## config.mk

```make
export PLATFORM = sky130hd
export DESIGN_NAME = text_console_char_writer_unit_flat
export DESIGN_NICKNAME = d
export VERILOG_FILES = /design/src/hw/rtl/tccw_pkg.sv /design/src/hw/rtl/tccw_req_if.sv /design/src/hw/rtl/tccw_rsp_if.sv /design/src/hw/rtl/tccw_datapath.sv /design/src/hw/rtl/tccw_ctrl.sv /design/src/hw/rtl/text_console_char_writer_unit.sv /design/src/flat_wrapper.sv
export SDC_FILE = /design/constraint.sdc
export NUM_CORES = 1
export LEC_CHECK = 0
export ABC_AREA = 1
export ABC_CLOCK_PERIOD_IN_PS = 4000
export BUFFER_PORTS_ARGS = -buffer_cell sky130_fd_sc_hd__buf_2
export CAP_MARGIN = 20
export CORE_ASPECT_RATIO = 1.1
export CORE_MARGIN = 4
export CORE_UTILIZATION = 45
export DETAILED_ROUTE_END_ITERATION = 10
export HOLD_SLACK_MARGIN = 0.05
export MAX_ROUTING_LAYER = met4
export PLACE_DENSITY = 0.68
export SLEW_MARGIN = 5
export SYNTH_ARGS = -nofsm -noshare
export SYNTH_HDL_FRONTEND = slang
export SYNTH_SLANG_ARGS = --single-unit
```

## constraint.sdc

```tcl
create_clock -name clock -period 4 [get_ports clock]
set_input_delay 0.8 -clock clock [delete_from_list [all_inputs] [get_ports clock]]
set_output_delay 0.8 -clock clock [all_outputs]
set_load 0.03 [all_outputs]
```

## src/hw/rtl/tccw_pkg.sv

```systemverilog
// Shared types, constants and helper functions for the text console char writer.
// Used by the controller, the datapath and the top level.
`default_nettype none

package tccw_pkg;

   localparam int SCREEN_WIDTH = 80;
   localparam int COL_BITS     = $clog2(SCREEN_WIDTH);
   localparam int CURSOR_BITS  = 16;
   localparam int NUM_BITS     = 64;
   localparam int BCD_DIGITS   = 20;
   localparam int BCD_BITS     = 4 * BCD_DIGITS;
   localparam int CNT_BITS     = 6;

   localparam logic [CNT_BITS-1:0] CONVERT_LAST = CNT_BITS'(NUM_BITS - 1);
   localparam logic [CNT_BITS-1:0] DIGITS_LAST  = CNT_BITS'(BCD_DIGITS - 1);
   localparam logic [COL_BITS-1:0] COL_LAST     = COL_BITS'(SCREEN_WIDTH - 1);

   localparam logic [7:0] CHAR_NEWLINE      = 8'h0A;
   localparam logic [7:0] CHAR_SPACE        = 8'h20;
   localparam logic [7:0] CHAR_MINUS        = 8'h2D;
   localparam logic [7:0] CHAR_ZERO         = 8'h30;
   localparam logic [7:0] CHAR_X            = 8'h78;
   localparam logic [7:0] SCAN_BACKSPACE    = 8'h8E;
   localparam logic [7:0] HEX_DIGIT_OFFSET  = 8'd48;
   localparam logic [7:0] HEX_ALPHA_OFFSET  = 8'd55;

   typedef enum logic [1:0] {
      OP_CHAR = 2'd0,
      OP_KEY  = 2'd1,
      OP_DEC  = 2'd2,
      OP_HEX  = 2'd3
   } op_type;

   typedef enum logic [1:0] {
      KIND_CELL     = 2'd0,
      KIND_ROW_FILL = 2'd1,
      KIND_CURSOR   = 2'd2
   } kind_type;

   typedef enum logic [1:0] {
      SIZE_BYTE   = 2'd0,
      SIZE_HALF   = 2'd1,
      SIZE_WORD   = 2'd2,
      SIZE_DOUBLE = 2'd3
   } size_type;

   typedef enum logic [2:0] {
      EMIT_CODE      = 3'd0,
      EMIT_ERASE     = 3'd1,
      EMIT_MINUS     = 3'd2,
      EMIT_DEC_DIGIT = 3'd3,
      EMIT_HEX_ZERO  = 3'd4,
      EMIT_HEX_X     = 3'd5,
      EMIT_HEX_DIGIT = 3'd6,
      EMIT_CURSOR    = 3'd7
   } emit_type;

   typedef enum logic [3:0] {
      ST_IDLE       = 4'd0,
      ST_CHAR       = 4'd1,
      ST_KEY        = 4'd2,
      ST_SIGN       = 4'd3,
      ST_CONVERT    = 4'd4,
      ST_DIGITS     = 4'd5,
      ST_HEX_ZERO   = 4'd6,
      ST_HEX_X      = 4'd7,
      ST_HEX_DIGITS = 4'd8,
      ST_CURSOR     = 4'd9
   } state_type;

   typedef struct packed {
      logic     load;
      logic     emit;
      emit_type sel;
      logic     newline;
      logic     dabble;
      logic     bcd_shift;
      logic     hex_shift;
      logic     start_digits;
   } cmd_type;

   typedef struct packed {
      logic out_free;
      logic is_newline;
      logic bs_active;
      logic negative;
      logic cnt_zero;
      logic digit_show;
   } status_type;

   function automatic logic [NUM_BITS-1:0] size_mask(input logic [1:0] size);
      logic [NUM_BITS-1:0] m;
      unique case (size)
         SIZE_BYTE: m = 64'h0000_0000_0000_00FF;
         SIZE_HALF: m = 64'h0000_0000_0000_FFFF;
         SIZE_WORD: m = 64'h0000_0000_FFFF_FFFF;
         default:   m = 64'hFFFF_FFFF_FFFF_FFFF;
      endcase
      return m;
   endfunction

   function automatic logic sign_bit(input logic [NUM_BITS-1:0] v, input logic [1:0] size);
      logic s;
      unique case (size)
         SIZE_BYTE: s = v[7];
         SIZE_HALF: s = v[15];
         SIZE_WORD: s = v[31];
         default:   s = v[63];
      endcase
      return s;
   endfunction

   function automatic logic [NUM_BITS-1:0] align_hex(input logic [NUM_BITS-1:0] v,
                                                    input logic [1:0] size);
      logic [NUM_BITS-1:0] a;
      unique case (size)
         SIZE_BYTE: a = {v[7:0], 56'b0};
         SIZE_HALF: a = {v[15:0], 48'b0};
         SIZE_WORD: a = {v[31:0], 32'b0};
         default:   a = v;
      endcase
      return a;
   endfunction

   function automatic logic [CNT_BITS-1:0] hex_last(input logic [1:0] size);
      logic [CNT_BITS-1:0] n;
      unique case (size)
         SIZE_BYTE: n = CNT_BITS'(1);
         SIZE_HALF: n = CNT_BITS'(3);
         SIZE_WORD: n = CNT_BITS'(7);
         default:   n = CNT_BITS'(15);
      endcase
      return n;
   endfunction

   function automatic logic [BCD_BITS-1:0] dabble_adjust(input logic [BCD_BITS-1:0] bcd);
      logic [BCD_BITS-1:0] r;
      logic [3:0]          d;
      for (int i = 0; i < BCD_DIGITS; i++) begin
         d = bcd[4*i +: 4];
         r[4*i +: 4] = (d >= 4'd5) ? d + 4'd3 : d;
      end
      return r;
   endfunction

   function automatic logic [7:0] hex_char(input logic [3:0] d);
      return (d > 4'd9) ? {4'b0, d} + HEX_ALPHA_OFFSET : {4'b0, d} + HEX_DIGIT_OFFSET;
   endfunction

endpackage

`default_nettype wire

```

## src/hw/rtl/tccw_req_if.sv

```systemverilog
// Request channel interface: valid/ready handshake with the operation payload.
// Depends on nothing but its own signal list.
`default_nettype none

interface tccw_req_if;
   logic        valid;
   logic        ready;
   logic [1:0]  operation;
   logic [7:0]  char_code;
   logic [63:0] number_bits;
   logic [1:0]  number_size;
   logic        number_is_signed;

   modport source (output valid, operation, char_code, number_bits, number_size,
                   number_is_signed, input ready);
   modport sink   (input valid, operation, char_code, number_bits, number_size,
                   number_is_signed, output ready);
endinterface

`default_nettype wire

```

## src/hw/rtl/tccw_rsp_if.sv

```systemverilog
// Response channel interface: valid/ready handshake with one display result.
// Depends on nothing but its own signal list.
`default_nettype none

interface tccw_rsp_if;
   logic        valid;
   logic        ready;
   logic [1:0]  result_kind;
   logic [15:0] cell_index;
   logic [7:0]  cell_char;
   logic [15:0] new_cursor;
   logic        last_of_run;

   modport source (output valid, result_kind, cell_index, cell_char, new_cursor,
                   last_of_run, input ready);
   modport sink   (input valid, result_kind, cell_index, cell_char, new_cursor,
                   last_of_run, output ready);
endinterface

`default_nettype wire

```

## src/hw/rtl/tccw_datapath.sv

```systemverilog
// Datapath: cursor and column registers, number work registers, BCD converter,
// result register. Driven by commands from tccw_ctrl; uses tccw_pkg.
`default_nettype none

module tccw_datapath
   import tccw_pkg::*;
(
   input  logic        clock,
   input  logic        reset,
   input  cmd_type     cmd,
   output status_type  status,
   input  logic [1:0]  req_operation,
   input  logic [7:0]  req_char_code,
   input  logic [63:0] req_number_bits,
   input  logic [1:0]  req_number_size,
   input  logic        req_number_is_signed,
   input  logic        rsp_ready,
   output logic        rsp_valid,
   output logic [1:0]  rsp_result_kind,
   output logic [15:0] rsp_cell_index,
   output logic [7:0]  rsp_cell_char,
   output logic [15:0] rsp_new_cursor,
   output logic        rsp_last_of_run
);

   localparam logic [CURSOR_BITS-1:0] WIDTH_CELLS = CURSOR_BITS'(SCREEN_WIDTH);

   logic [CURSOR_BITS-1:0] cursor_ff;
   logic [COL_BITS-1:0]    col_ff;
   logic [7:0]             code_ff;
   logic                   neg_ff;
   logic [NUM_BITS-1:0]    work_ff;
   logic [BCD_BITS-1:0]    bcd_ff;
   logic [CNT_BITS-1:0]    cnt_ff;
   logic                   started_ff;

   logic                   rsp_valid_ff;
   logic [1:0]             rsp_kind_ff;
   logic [15:0]            rsp_cell_ff;
   logic [7:0]             rsp_char_ff;
   logic [15:0]            rsp_cursor_ff;
   logic                   rsp_last_ff;

   logic [NUM_BITS-1:0]    load_mask;
   logic [NUM_BITS-1:0]    load_value;
   logic                   load_neg;
   logic [NUM_BITS-1:0]    load_mag;

   logic [CURSOR_BITS-1:0] cursor_inc;
   logic [COL_BITS-1:0]    col_inc;
   logic [CURSOR_BITS:0]   nl_sum;
   logic [CURSOR_BITS-1:0] nl_cursor;
   logic [CURSOR_BITS-1:0] prev_row;
   logic [CURSOR_BITS-1:0] prev_cell;
   logic [BCD_BITS-1:0]    bcd_adj;

   logic [1:0]             emit_kind;
   logic [15:0]            emit_cell;
   logic [7:0]             emit_char;
   logic [15:0]            emit_newc;
   logic                   emit_last;
   logic [CURSOR_BITS-1:0] cursor_in;
   logic [COL_BITS-1:0]    col_in;

   assign load_mask  = size_mask(req_number_size);
   assign load_value = req_number_bits & load_mask;
   assign load_neg   = req_number_is_signed && sign_bit(load_value, req_number_size);
   assign load_mag   = load_neg ? ((~load_value + 64'd1) & load_mask) : load_value;

   assign cursor_inc = cursor_ff + 16'd1;
   assign col_inc    = (cursor_ff == '1 || col_ff == COL_LAST) ? '0 : col_ff + 1'b1;
   assign nl_sum     = {1'b0, cursor_ff} + {1'b0, WIDTH_CELLS};
   assign nl_cursor  = nl_sum[CURSOR_BITS] ? '0
                       : nl_sum[CURSOR_BITS-1:0] - CURSOR_BITS'(col_ff);
   assign prev_row   = cursor_ff - WIDTH_CELLS;
   assign prev_cell  = cursor_ff - 16'd1;
   assign bcd_adj    = dabble_adjust(bcd_ff);

   always_comb begin
      emit_kind = KIND_CELL;
      emit_cell = cursor_ff;
      emit_char = code_ff;
      emit_newc = '0;
      emit_last = 1'b0;
      cursor_in = cursor_inc;
      col_in    = col_inc;
      unique case (cmd.sel)
         EMIT_CODE: begin
            emit_char = code_ff;
         end
         EMIT_ERASE: begin
            emit_char = CHAR_SPACE;
            if (col_ff == '0) begin
               emit_kind = KIND_ROW_FILL;
               emit_cell = prev_row;
               cursor_in = prev_row;
               col_in    = col_ff;
            end else begin
               emit_cell = prev_cell;
               cursor_in = prev_cell;
               col_in    = col_ff - 1'b1;
            end
         end
         EMIT_MINUS: begin
            emit_char = CHAR_MINUS;
         end
         EMIT_DEC_DIGIT: begin
            emit_char = CHAR_ZERO + {4'b0, bcd_ff[BCD_BITS-1 -: 4]};
         end
         EMIT_HEX_ZERO: begin
            emit_char = CHAR_ZERO;
         end
         EMIT_HEX_X: begin
            emit_char = CHAR_X;
         end
         EMIT_HEX_DIGIT: begin
            emit_char = hex_char(work_ff[NUM_BITS-1 -: 4]);
         end
         EMIT_CURSOR: begin
            emit_kind = KIND_CURSOR;
            emit_cell = '0;
            emit_char = '0;
            emit_newc = cursor_ff;
            emit_last = 1'b1;
            cursor_in = cursor_ff;
            col_in    = col_ff;
         end
         default: begin
            cursor_in = cursor_ff;
            col_in    = col_ff;
         end
      endcase
   end

   always_ff @(posedge clock) begin
      if (reset) begin
         cursor_ff <= '0;
         col_ff    <= '0;
      end else if (cmd.emit) begin
         cursor_ff <= cursor_in;
         col_ff    <= col_in;
      end else if (cmd.newline) begin
         cursor_ff <= nl_cursor;
         col_ff    <= '0;
      end
   end

   always_ff @(posedge clock) begin
      if (cmd.load) begin
         code_ff <= req_char_code;
         neg_ff  <= load_neg;
         bcd_ff  <= '0;
         if (req_operation == OP_HEX) begin
            work_ff <= align_hex(load_value, req_number_size);
            cnt_ff  <= hex_last(req_number_size);
         end else begin
            work_ff <= load_mag;
            cnt_ff  <= CONVERT_LAST;
         end
      end else begin
         if (cmd.dabble) begin
            bcd_ff  <= {bcd_adj[BCD_BITS-2:0], work_ff[NUM_BITS-1]};
            work_ff <= {work_ff[NUM_BITS-2:0], 1'b0};
         end else if (cmd.bcd_shift) begin
            bcd_ff  <= {bcd_ff[BCD_BITS-5:0], 4'b0};
         end else if (cmd.hex_shift) begin
            work_ff <= {work_ff[NUM_BITS-5:0], 4'b0};
         end
         if (cmd.start_digits) begin
            cnt_ff <= DIGITS_LAST;
         end else if (cmd.dabble || cmd.bcd_shift || cmd.hex_shift) begin
            cnt_ff <= cnt_ff - 1'b1;
         end
      end
   end

   always_ff @(posedge clock) begin
      if (reset) begin
         started_ff <= 1'b0;
      end else if (cmd.load || cmd.start_digits) begin
         started_ff <= 1'b0;
      end else if (cmd.emit && cmd.sel == EMIT_DEC_DIGIT) begin
         started_ff <= 1'b1;
      end
   end

   always_ff @(posedge clock) begin
      if (reset) begin
         rsp_valid_ff <= 1'b0;
      end else if (cmd.emit) begin
         rsp_valid_ff <= 1'b1;
      end else if (rsp_ready) begin
         rsp_valid_ff <= 1'b0;
      end
   end

   always_ff @(posedge clock) begin
      if (cmd.emit) begin
         rsp_kind_ff   <= emit_kind;
         rsp_cell_ff   <= emit_cell;
         rsp_char_ff   <= emit_char;
         rsp_cursor_ff <= emit_newc;
         rsp_last_ff   <= emit_last;
      end
   end

   assign status.out_free   = !rsp_valid_ff || rsp_ready;
   assign status.is_newline = (code_ff == CHAR_NEWLINE);
   assign status.bs_active  = (code_ff == SCAN_BACKSPACE) && (cursor_ff != '0);
   assign status.negative   = neg_ff;
   assign status.cnt_zero   = (cnt_ff == '0);
   assign status.digit_show = (bcd_ff[BCD_BITS-1 -: 4] != 4'd0) || started_ff
                              || (cnt_ff == '0);

   assign rsp_valid       = rsp_valid_ff;
   assign rsp_result_kind = rsp_kind_ff;
   assign rsp_cell_index  = rsp_cell_ff;
   assign rsp_cell_char   = rsp_char_ff;
   assign rsp_new_cursor  = rsp_cursor_ff;
   assign rsp_last_of_run = rsp_last_ff;

   a_col_range: assert property (@(posedge clock) disable iff (reset)
      col_ff <= COL_LAST)
      else $error("column register out of range");

   a_col_home: assert property (@(posedge clock) disable iff (reset)
      cursor_ff == '0 |-> col_ff == '0)
      else $error("cursor at cell zero with nonzero column");

   a_no_overwrite: assert property (@(posedge clock) disable iff (reset)
      cmd.emit |-> status.out_free)
      else $error("result register overwritten while pending");

   a_last_is_cursor: assert property (@(posedge clock) disable iff (reset)
      rsp_valid_ff && rsp_last_ff |-> rsp_kind_ff == KIND_CURSOR)
      else $error("final result of a transaction is not a cursor update");

endmodule

`default_nettype wire

```

## src/hw/rtl/tccw_ctrl.sv

```systemverilog
// Controller state machine: sequences each operation and issues datapath commands.
// Uses tccw_pkg for state, command and status types.
`default_nettype none

module tccw_ctrl
   import tccw_pkg::*;
(
   input  logic       clock,
   input  logic       reset,
   input  logic       req_valid,
   input  logic [1:0] req_operation,
   output logic       req_ready,
   input  status_type status,
   output cmd_type    cmd
);

   state_type state_ff;
   state_type state_in;

   always_ff @(posedge clock) begin
      if (reset) begin
         state_ff <= ST_IDLE;
      end else begin
         state_ff <= state_in;
      end
   end

   always_comb begin
      state_in = state_ff;
      unique case (state_ff)
         ST_IDLE: begin
            if (req_valid) begin
               unique case (req_operation)
                  OP_CHAR: state_in = ST_CHAR;
                  OP_KEY:  state_in = ST_KEY;
                  OP_DEC:  state_in = ST_SIGN;
                  default: state_in = ST_HEX_ZERO;
               endcase
            end
         end
         ST_CHAR: begin
            if (status.is_newline || status.out_free) state_in = ST_CURSOR;
         end
         ST_KEY: begin
            if (!status.bs_active || status.out_free) state_in = ST_CURSOR;
         end
         ST_SIGN: begin
            if (!status.negative || status.out_free) state_in = ST_CONVERT;
         end
         ST_CONVERT: begin
            if (status.cnt_zero) state_in = ST_DIGITS;
         end
         ST_DIGITS: begin
            if (status.cnt_zero && status.out_free) state_in = ST_CURSOR;
         end
         ST_HEX_ZERO: begin
            if (status.out_free) state_in = ST_HEX_X;
         end
         ST_HEX_X: begin
            if (status.out_free) state_in = ST_HEX_DIGITS;
         end
         ST_HEX_DIGITS: begin
            if (status.cnt_zero && status.out_free) state_in = ST_CURSOR;
         end
         ST_CURSOR: begin
            if (status.out_free) state_in = ST_IDLE;
         end
         default: state_in = ST_IDLE;
      endcase
   end

   always_comb begin
      cmd       = '0;
      req_ready = 1'b0;
      unique case (state_ff)
         ST_IDLE: begin
            req_ready = 1'b1;
            cmd.load  = req_valid;
         end
         ST_CHAR: begin
            cmd.sel = EMIT_CODE;
            if (status.is_newline) begin
               cmd.newline = 1'b1;
            end else begin
               cmd.emit = status.out_free;
            end
         end
         ST_KEY: begin
            cmd.sel  = EMIT_ERASE;
            cmd.emit = status.bs_active && status.out_free;
         end
         ST_SIGN: begin
            cmd.sel  = EMIT_MINUS;
            cmd.emit = status.negative && status.out_free;
         end
         ST_CONVERT: begin
            cmd.dabble       = 1'b1;
            cmd.start_digits = status.cnt_zero;
         end
         ST_DIGITS: begin
            cmd.sel = EMIT_DEC_DIGIT;
            if (status.digit_show) begin
               cmd.emit      = status.out_free;
               cmd.bcd_shift = status.out_free;
            end else begin
               cmd.bcd_shift = 1'b1;
            end
         end
         ST_HEX_ZERO: begin
            cmd.sel  = EMIT_HEX_ZERO;
            cmd.emit = status.out_free;
         end
         ST_HEX_X: begin
            cmd.sel  = EMIT_HEX_X;
            cmd.emit = status.out_free;
         end
         ST_HEX_DIGITS: begin
            cmd.sel       = EMIT_HEX_DIGIT;
            cmd.emit      = status.out_free;
            cmd.hex_shift = status.out_free;
         end
         ST_CURSOR: begin
            cmd.sel  = EMIT_CURSOR;
            cmd.emit = status.out_free;
         end
         default: begin
            cmd = '0;
         end
      endcase
   end

   a_idle_holds: assert property (@(posedge clock) disable iff (reset)
      state_ff == ST_IDLE && !req_valid |=> state_ff == ST_IDLE)
      else $error("left idle without an accepted transaction");

endmodule

`default_nettype wire

```

## src/hw/rtl/text_console_char_writer_unit.sv

```systemverilog
// Text console char writer, top level: joins tccw_ctrl and tccw_datapath to the
// request and response channel interfaces. Uses tccw_pkg, tccw_req_if, tccw_rsp_if.
//
// Usage: a request transaction on req_chan carries one operation (character,
// special key scan code, decimal number, hex number). The block answers with a
// run of response transactions on rsp_chan (cell writes, row fills) that always
// ends with one cursor update flagged by last_of_run. A 16-bit cursor cell index
// and its column within an 80-cell row are kept between requests.
// A decimal number goes through a 64-step shift-and-add-3 binary-to-BCD loop
// followed by a 20-step digit scan; a hex number is written as 0x and then
// its digits (2 to 16).
// One request is worked on at a time; ready is high only when the controller
// is idle, and the next request can be taken while the final cursor update
// still waits in the result register.
// Reset clears the cursor to cell zero and drops any pending result. When the
// receiver holds ready low, the result register holds its transaction and the
// controller waits before producing the next one; nothing is lost.
`default_nettype none

module text_console_char_writer_unit
   import tccw_pkg::*;
(
   input  logic       clock,
   input  logic       reset,
   tccw_req_if.sink   req_chan,
   tccw_rsp_if.source rsp_chan
);

   cmd_type    cmd;
   status_type status;
   logic       ready;

   tccw_ctrl u_ctrl (
      .clock         (clock),
      .reset         (reset),
      .req_valid     (req_chan.valid),
      .req_operation (req_chan.operation),
      .req_ready     (ready),
      .status        (status),
      .cmd           (cmd)
   );

   tccw_datapath u_datapath (
      .clock                (clock),
      .reset                (reset),
      .cmd                  (cmd),
      .status               (status),
      .req_operation        (req_chan.operation),
      .req_char_code        (req_chan.char_code),
      .req_number_bits      (req_chan.number_bits),
      .req_number_size      (req_chan.number_size),
      .req_number_is_signed (req_chan.number_is_signed),
      .rsp_ready            (rsp_chan.ready),
      .rsp_valid            (rsp_chan.valid),
      .rsp_result_kind      (rsp_chan.result_kind),
      .rsp_cell_index       (rsp_chan.cell_index),
      .rsp_cell_char        (rsp_chan.cell_char),
      .rsp_new_cursor       (rsp_chan.new_cursor),
      .rsp_last_of_run      (rsp_chan.last_of_run)
   );

   assign req_chan.ready = ready;

endmodule

`default_nettype wire
```

## src/flat_wrapper.sv

```systemverilog
// flat-port wrapper written by rule: the top's interface ports become plain ports
module text_console_char_writer_unit_flat import tccw_pkg::*;
  (clock, reset, req_chan_valid, req_chan_operation, req_chan_char_code, req_chan_number_bits, req_chan_number_size, req_chan_number_is_signed, req_chan_ready, rsp_chan_valid, rsp_chan_result_kind, rsp_chan_cell_index, rsp_chan_cell_char, rsp_chan_new_cursor, rsp_chan_last_of_run, rsp_chan_ready);
  tccw_req_if req_chan_i ();
  tccw_rsp_if rsp_chan_i ();
  input  logic clock;
  input  logic reset;
  input wire logic [$bits(req_chan_i.valid)-1:0] req_chan_valid;
  input wire logic [$bits(req_chan_i.operation)-1:0] req_chan_operation;
  input wire logic [$bits(req_chan_i.char_code)-1:0] req_chan_char_code;
  input wire logic [$bits(req_chan_i.number_bits)-1:0] req_chan_number_bits;
  input wire logic [$bits(req_chan_i.number_size)-1:0] req_chan_number_size;
  input wire logic [$bits(req_chan_i.number_is_signed)-1:0] req_chan_number_is_signed;
  output wire logic [$bits(req_chan_i.ready)-1:0] req_chan_ready;
  output wire logic [$bits(rsp_chan_i.valid)-1:0] rsp_chan_valid;
  output wire logic [$bits(rsp_chan_i.result_kind)-1:0] rsp_chan_result_kind;
  output wire logic [$bits(rsp_chan_i.cell_index)-1:0] rsp_chan_cell_index;
  output wire logic [$bits(rsp_chan_i.cell_char)-1:0] rsp_chan_cell_char;
  output wire logic [$bits(rsp_chan_i.new_cursor)-1:0] rsp_chan_new_cursor;
  output wire logic [$bits(rsp_chan_i.last_of_run)-1:0] rsp_chan_last_of_run;
  input wire logic [$bits(rsp_chan_i.ready)-1:0] rsp_chan_ready;
  assign req_chan_i.valid = req_chan_valid;
  assign req_chan_i.operation = req_chan_operation;
  assign req_chan_i.char_code = req_chan_char_code;
  assign req_chan_i.number_bits = req_chan_number_bits;
  assign req_chan_i.number_size = req_chan_number_size;
  assign req_chan_i.number_is_signed = req_chan_number_is_signed;
  assign req_chan_ready = req_chan_i.ready;
  assign rsp_chan_valid = rsp_chan_i.valid;
  assign rsp_chan_result_kind = rsp_chan_i.result_kind;
  assign rsp_chan_cell_index = rsp_chan_i.cell_index;
  assign rsp_chan_cell_char = rsp_chan_i.cell_char;
  assign rsp_chan_new_cursor = rsp_chan_i.new_cursor;
  assign rsp_chan_last_of_run = rsp_chan_i.last_of_run;
  assign rsp_chan_i.ready = rsp_chan_ready;
  text_console_char_writer_unit u_core (.clock(clock), .reset(reset), .req_chan(req_chan_i), .rsp_chan(rsp_chan_i));
endmodule
```

# After elaboration in Yosys (flattened, before gate mapping)
# Index checks and enable logic that the tools add are counted.
# W data, S select, Z words.
# word_totals
reg_bits	231
wordCells	223
input_bits	81
output_inout_bits	45
# op_classes
n_reduce_logical	38
magnitude_cmp	21
add_sub_neg	32
n_bitwise	3
mux	77
n_eq_ne	37
# ops
operator	n
$mux W64	6
$pmux W64 S3	2
$mux W80	2
$and A64 B64 Y64	2
$mux W4	28
$ge A4 B3 Y1 const B	20
$add A4 B2 Y4 const B	19
$add A64 B1 Y64 const B	1
$mux W16	4
$not A64 Y64	1
$pmux W16 S2	2
$pmux W8 S8	1
$pmux W4 S9	1
$mux W7	5
$pmux W4 S8	1
$mux W6	4
$ne A2 B2 Y1 const B	9
$add A16 B7 Y17 const B	1
$add A16 B1 Y16 const B	1
$eq A16 B16 Y1 const B	1
$eq A4 B3 Y1 const B	4
$reduce_bool A16 Y1	1
$sub A16 B1 Y16 const B	1
$sub A16 B7 Y16	1
other kinds (44)	90

# Longest topological paths before layout
# depth
word_depth	10
ltp_mapped	16
mapped_depth_nobuf	15

# Cells and area by module
# Synthesis repeated with hierarchy kept, for this count alone.
# hier_totals
cells_unflattened	2574
area_unflattened_um2	17500.5
# modules_own_cells
mod	seq_area_each_um2	area_each_um2	n_inst	cells_each
tccw_datapath	5735.5	16893.7	1	2459
tccw_ctrl	80.1	606.8	1	115

# Worst setup path after synthesis
# Ideal clock, no wire load.
# synth_timing
path_kind	flip-flop to flip-flop
from	register u_core.u_ctrl.state_ff[0]
to	register u_core.u_datapath.work_ff[0] (enable)
setup_slack_ns	0.962
period_less_slack_ns	3.038
n_path_buf	0
path_stages_with_launch	7
arrival_ns	2.615
required_time_ns	3.576
setup_time_ns	0.424
path_cell_list	dfxtp_1 or2_4 nor2_4 nand2_1 inv_1 nor2_2 nand2_1
# synth_between
elab_chain_cells	4
elab_cells_between_ends	11
classes_between	4 x eq/ne; 4 x mux; 3 x reduce/logical
# synth_lines
element	line	text
start: declaration	tccw_ctrl.sv:17	state_type state_ff;
start signal: assignment	tccw_ctrl.sv:24	state_ff <= state_in;
$eq A4 B3 Y1 (tied with other cells)	tccw_ctrl.sv:75	unique case (state_ff)
$mux W1	tccw_ctrl.sv:75	
$ne A3 B1 Y1 (no line) / $reduce_bool A3 Y1 (equally long branches)	-	
$reduce_and A2 Y1 (no line) *	-	
end signal: assignment	tccw_datapath.sv:157	work_ff <= load_mag;
end signal: assignment	tccw_datapath.sv:163	work_ff <= {work_ff[NUM_BITS-2:0], 1'b0};
end signal: assignment	tccw_datapath.sv:167	work_ff <= {work_ff[NUM_BITS-5:0], 4'b0};
end: declaration	tccw_datapath.sv:32	logic [NUM_BITS-1:0] work_ff;
# Every way passes the cells marked *; elsewhere a longest branch is shown, timed or not.
# A chain may end at the register's enable or synchronous reset.

# Worst setup path in the final report
# layout_timing
from	register u_core.u_ctrl.state_ff[2]
to	register u_core.u_datapath.work_ff[57], data pin
# layout_between
elab_chain_cells	4
elab_cells_between_ends	6
classes_between	1 x eq/ne; 4 x mux; 1 x reduce/logical
# layout_lines
element	line	text
$eq A4 B3 Y1	tccw_ctrl.sv:75	
$mux W1	tccw_ctrl.sv:75	
$mux W64	tccw_datapath.sv:161	if (cmd.dabble) begin
$mux W64 *	tccw_datapath.sv:149	if (cmd.load) begin
end signal: assignment	tccw_datapath.sv:154	work_ff <= align_hex(load_value, req_number_size);
end signal: assignment	tccw_datapath.sv:163	
end signal: assignment	tccw_datapath.sv:167	
# Marked as above.

==> results.toml <==
[yosys]
ys.warnings.count = 0
main_combinational_cell_family_by_area_after_synthesis = "simple AND/OR/NAND/NOR gates"
post_synth_most_frequent_cells = "nand2_1 (483), o21ai_0 (293), inv_1 (277)"
synth_area_um2 = 18000
post_synthesis_mux_area_share_pct = 0
mappedNetlistNets = 2719
postSynthRegisterBits = 231
synth_largest_type_area_fraction_pct = 20.4
synth_cells = 2576
postSynth.asyncResetShare_pct = 0
synth-edff-count = 122
synth-adder-area-share_pct = 4.36
fraction_of_the_mapped_netlist_area_in_compound_gates_pct = 22.6
post_synth_and_or_nand_nor_area_fraction_pct = 28.5
part_of_the_yosys_area_used_for_sequential_elements_pct = 32.5
syn-mean-instance-area_um2 = 6.97
synth_area_leaders = "edfxtp_1 (20%), dfxtp_1 (12%), nand2_1 (10%)"
yosys.cell_types.count = 73
dominantRegCellSynth = "edfxtp_1"
synth_top_cell_by_area = "edfxtp_1"
yosys.cell_count.top_type = "nand2_1"
post_synth_xor_area_fraction_pct = 2.14

[setup_path]
timing.setup.critical_path_class = "flip-flop to flip-flop"
endpoint_kind = "flip-flop"
path_common_cell = "inv_2"
slowest_stage = "nand2_1"
crit_arrival_ps = 3400
crit_path_max_fanout = 31
critical_path.cell_chain = "nor2_1, inv_2, nor2_4, nand2_4, inv_2, buf_4, nand2_1, o31ai_1, a21oi_2"
timing.critical_path.required_ps = 4310
worst-r2r-cell-count = 9
worstSetupStartpointType = "flip-flop"
critPathMaxStageDelay_ps = 610

[timing]
setup_total_negative_slack_ps = 0
grt_setup_unrepaired = "no"
hold_violations_final = 0
timing_worst_slew_pin_value_ps = 895
max_slew_margin_pct = 40.2
setup_viol = 0
post-route-worst-setup-slack_ps = 914
fin_skew_ps = 22.3
period_share_pct = 77.1
final_period_minus_worst_setup_slack_ps = 3090
clock.fmax_mhz = 324
drv_slew = 0

[routing]
drc = 0
detailedRoute.firstIterationViolations = 1993
post_drt_wl_per_cell_um = 19.5
route.detailed.vias_per_inst = 5.82
number_of_iterations_in_the_first_detailed_routing_pass = 6
finalWirelength_um = 61900
dr_total_vias = 18434
route.antenna.remaining_nets = 0

[place]
place_hpwl_um = 45800
gpl.final_weighted_congestion = 1.02
port-buffer-count = 125
dp_worst_setup_slack_ps = 501
dpl_cell_area_um2 = 18800

[final_layout]
final_net_count = 2783
filler_cell_count = 3915
area.growth.synth_to_final_pct = 10.2
layout-drive-gt1-share_pct = 12.7
postLayoutCellArea_um2 = 19800

[cts]
cts.sinks = 231
worst_skew_pair.late_latency_ps = 570
cts-root-buf = "clkbuf_16"
ctsResizeCount = 0
cts_buffer_depth = 3
clk_pin_slew_ps = 60
htree_levels = 1
number_of_setup_buffers_added_after_cts = 0
ctsHoldBuffers = 0
numCtsBuffers = 28
cts_tree = "yes"

[min_path]
hold_path_class = "input port to flip-flop"
timing.hold.worst_path_depth = 1

[die]
std_cell_rows = 76
design.portCount = 126
floorplan.die_area_um2 = 43200
core_region_area_um2 = 39300
die_h_um = 218
die_width_um = 199
initial_utilization_pct = 45.7

[job]
timing.max_cap.violations = 0

[global_routing]
global_route_wire_length_before_repair_um = 96600
globalRouteTotalUtil_pct = 28.5
first_global_vias = 17201
pin_count_of_the_biggest_net_entering_global_routing = 104
overflow = 0
antenna_found_initial = 1

[status]
status = "finished clean"

[power_and_ir_drop]
worst_vdd_rail_ir_drop_v = 0.000343
static-leakage-power_nw = 8.53
cellPowerDensity_nw_per_um2 = 758
total_power_of_the_final_layout_mw = 15.0
-- cell families (layout without fill, tap and decap cells) --
family                     after synthesis  in the layout
AOI/OAI and AO/OA                      699            699
xor gates and xnor gates                43             43
adders and majority gates               62             62
buffers and inverters                  419            505
DFF                                    231            231
other                                    0              1
and+or+nand+nor                       1122           1122
-- critical path: cells and delay by family, from the launching register on --
family	cells	cell delay [ps]
flops	1	320
buf+inv	3	600
compound gates	2	490
simple gates	4	1400
-- layer usage --
layer  up-vias  GRT usage, %  part of all wire [%]
li1       8943             -                     -
met2       758          45.4                    46
met5         -             -                     0
met4         0          10.1                   4.1
met3       143          3.31                   6.8
met1      8590          37.6                    43
-- through the flow --
stage,cells,utilization (%),hold WS (ps)
after floorplan,2576,-,438
after global placement,3116,48.0,470
after detailed placement,3116,48.0,470
after CTS,3168,50.4,393
after global routing,3170,50.4,402
final,3170,50.4,416
-- sequential cells by signal, summed over array words and instances, names as in the netlist --
name and flops:
u_core.u_datapath.rsp_cell_char 8, u_core.u_datapath.neg_ff 1, u_core.u_datapath.cursor_ff 16, u_core.u_datapath.col_ff 7
u_core.u_datapath.cnt_ff 6, u_core.u_datapath.started_ff 1, u_core.u_datapath.bcd_ff 80, u_core.u_datapath.rsp_valid 1
u_core.u_datapath.rsp_cell_index 16, u_core.u_datapath.work_ff 64, u_core.u_ctrl.state_ff 4, u_core.u_datapath.code_ff 8
u_core.u_datapath.rsp_result_kind 2, u_core.u_datapath.rsp_new_cursor 16, u_core.u_datapath.rsp_last_of_run 1
-- layout make-up --
type,instances,area (um^2),area share (%)
Multi-Input combinational cell,1926,10400,52.4
Sequential cell,231,5850,29.5
Inverter,301,1140,5.76
Timing Repair Buffer,152,878,4.43
Clock buffer,41,812,4.10
Tap cell,507,634,3.20
Clock inverter,11,121,0.613
Antenna cell,1,2.50,0.0126
-- layout by cell type, fill, tap and decap left out, types with 11 or more instances in the layout --
master / count
nor2_2: 14
buf_4: 23
nor2_1: 273
edfxtp_1: 122
o21ai_1: 13
o21ai_0: 293
a31oi_1: 33
clkbuf_16: 30
nand4_1: 28
o22ai_1: 43
o21ai_2: 16
nor3_1: 34
inv_2: 18
a211oi_1: 39
nor2_4: 12
o31ai_1: 11
a21oi_1: 180
xor2_1: 34
buf_2: 125
ha_1: 61
nand3b_1: 16
dfxtp_1: 109
nand2_2: 26
inv_1: 276
nand3_1: 194
nand2_1: 481
-- path summary, 6_finish.rpt --
| check | startpoint | to | slack (ps) |
|---|---|---|---|
| hold / removal | req_chan_char_code[2] | u_core.u_datapath.code_ff[2] | 420 |
| hold reg to reg | u_core.u_datapath.bcd_ff[77] | u_core.u_datapath.bcd_ff[77] | 480 |
| setup / recovery | u_core.u_ctrl.state_ff[2] | u_core.u_datapath.work_ff[57] | 910 |
| setup reg to reg | u_core.u_ctrl.state_ff[2] | u_core.u_datapath.work_ff[57] | 910 |
-- where the power goes --
group | switching, mW | internal (mW)
sequential | 0.806 | 3.96
combinational | 5.24 | 2.41
clock | 1.05 | 1.54
(Power assumes the default switching activity.)
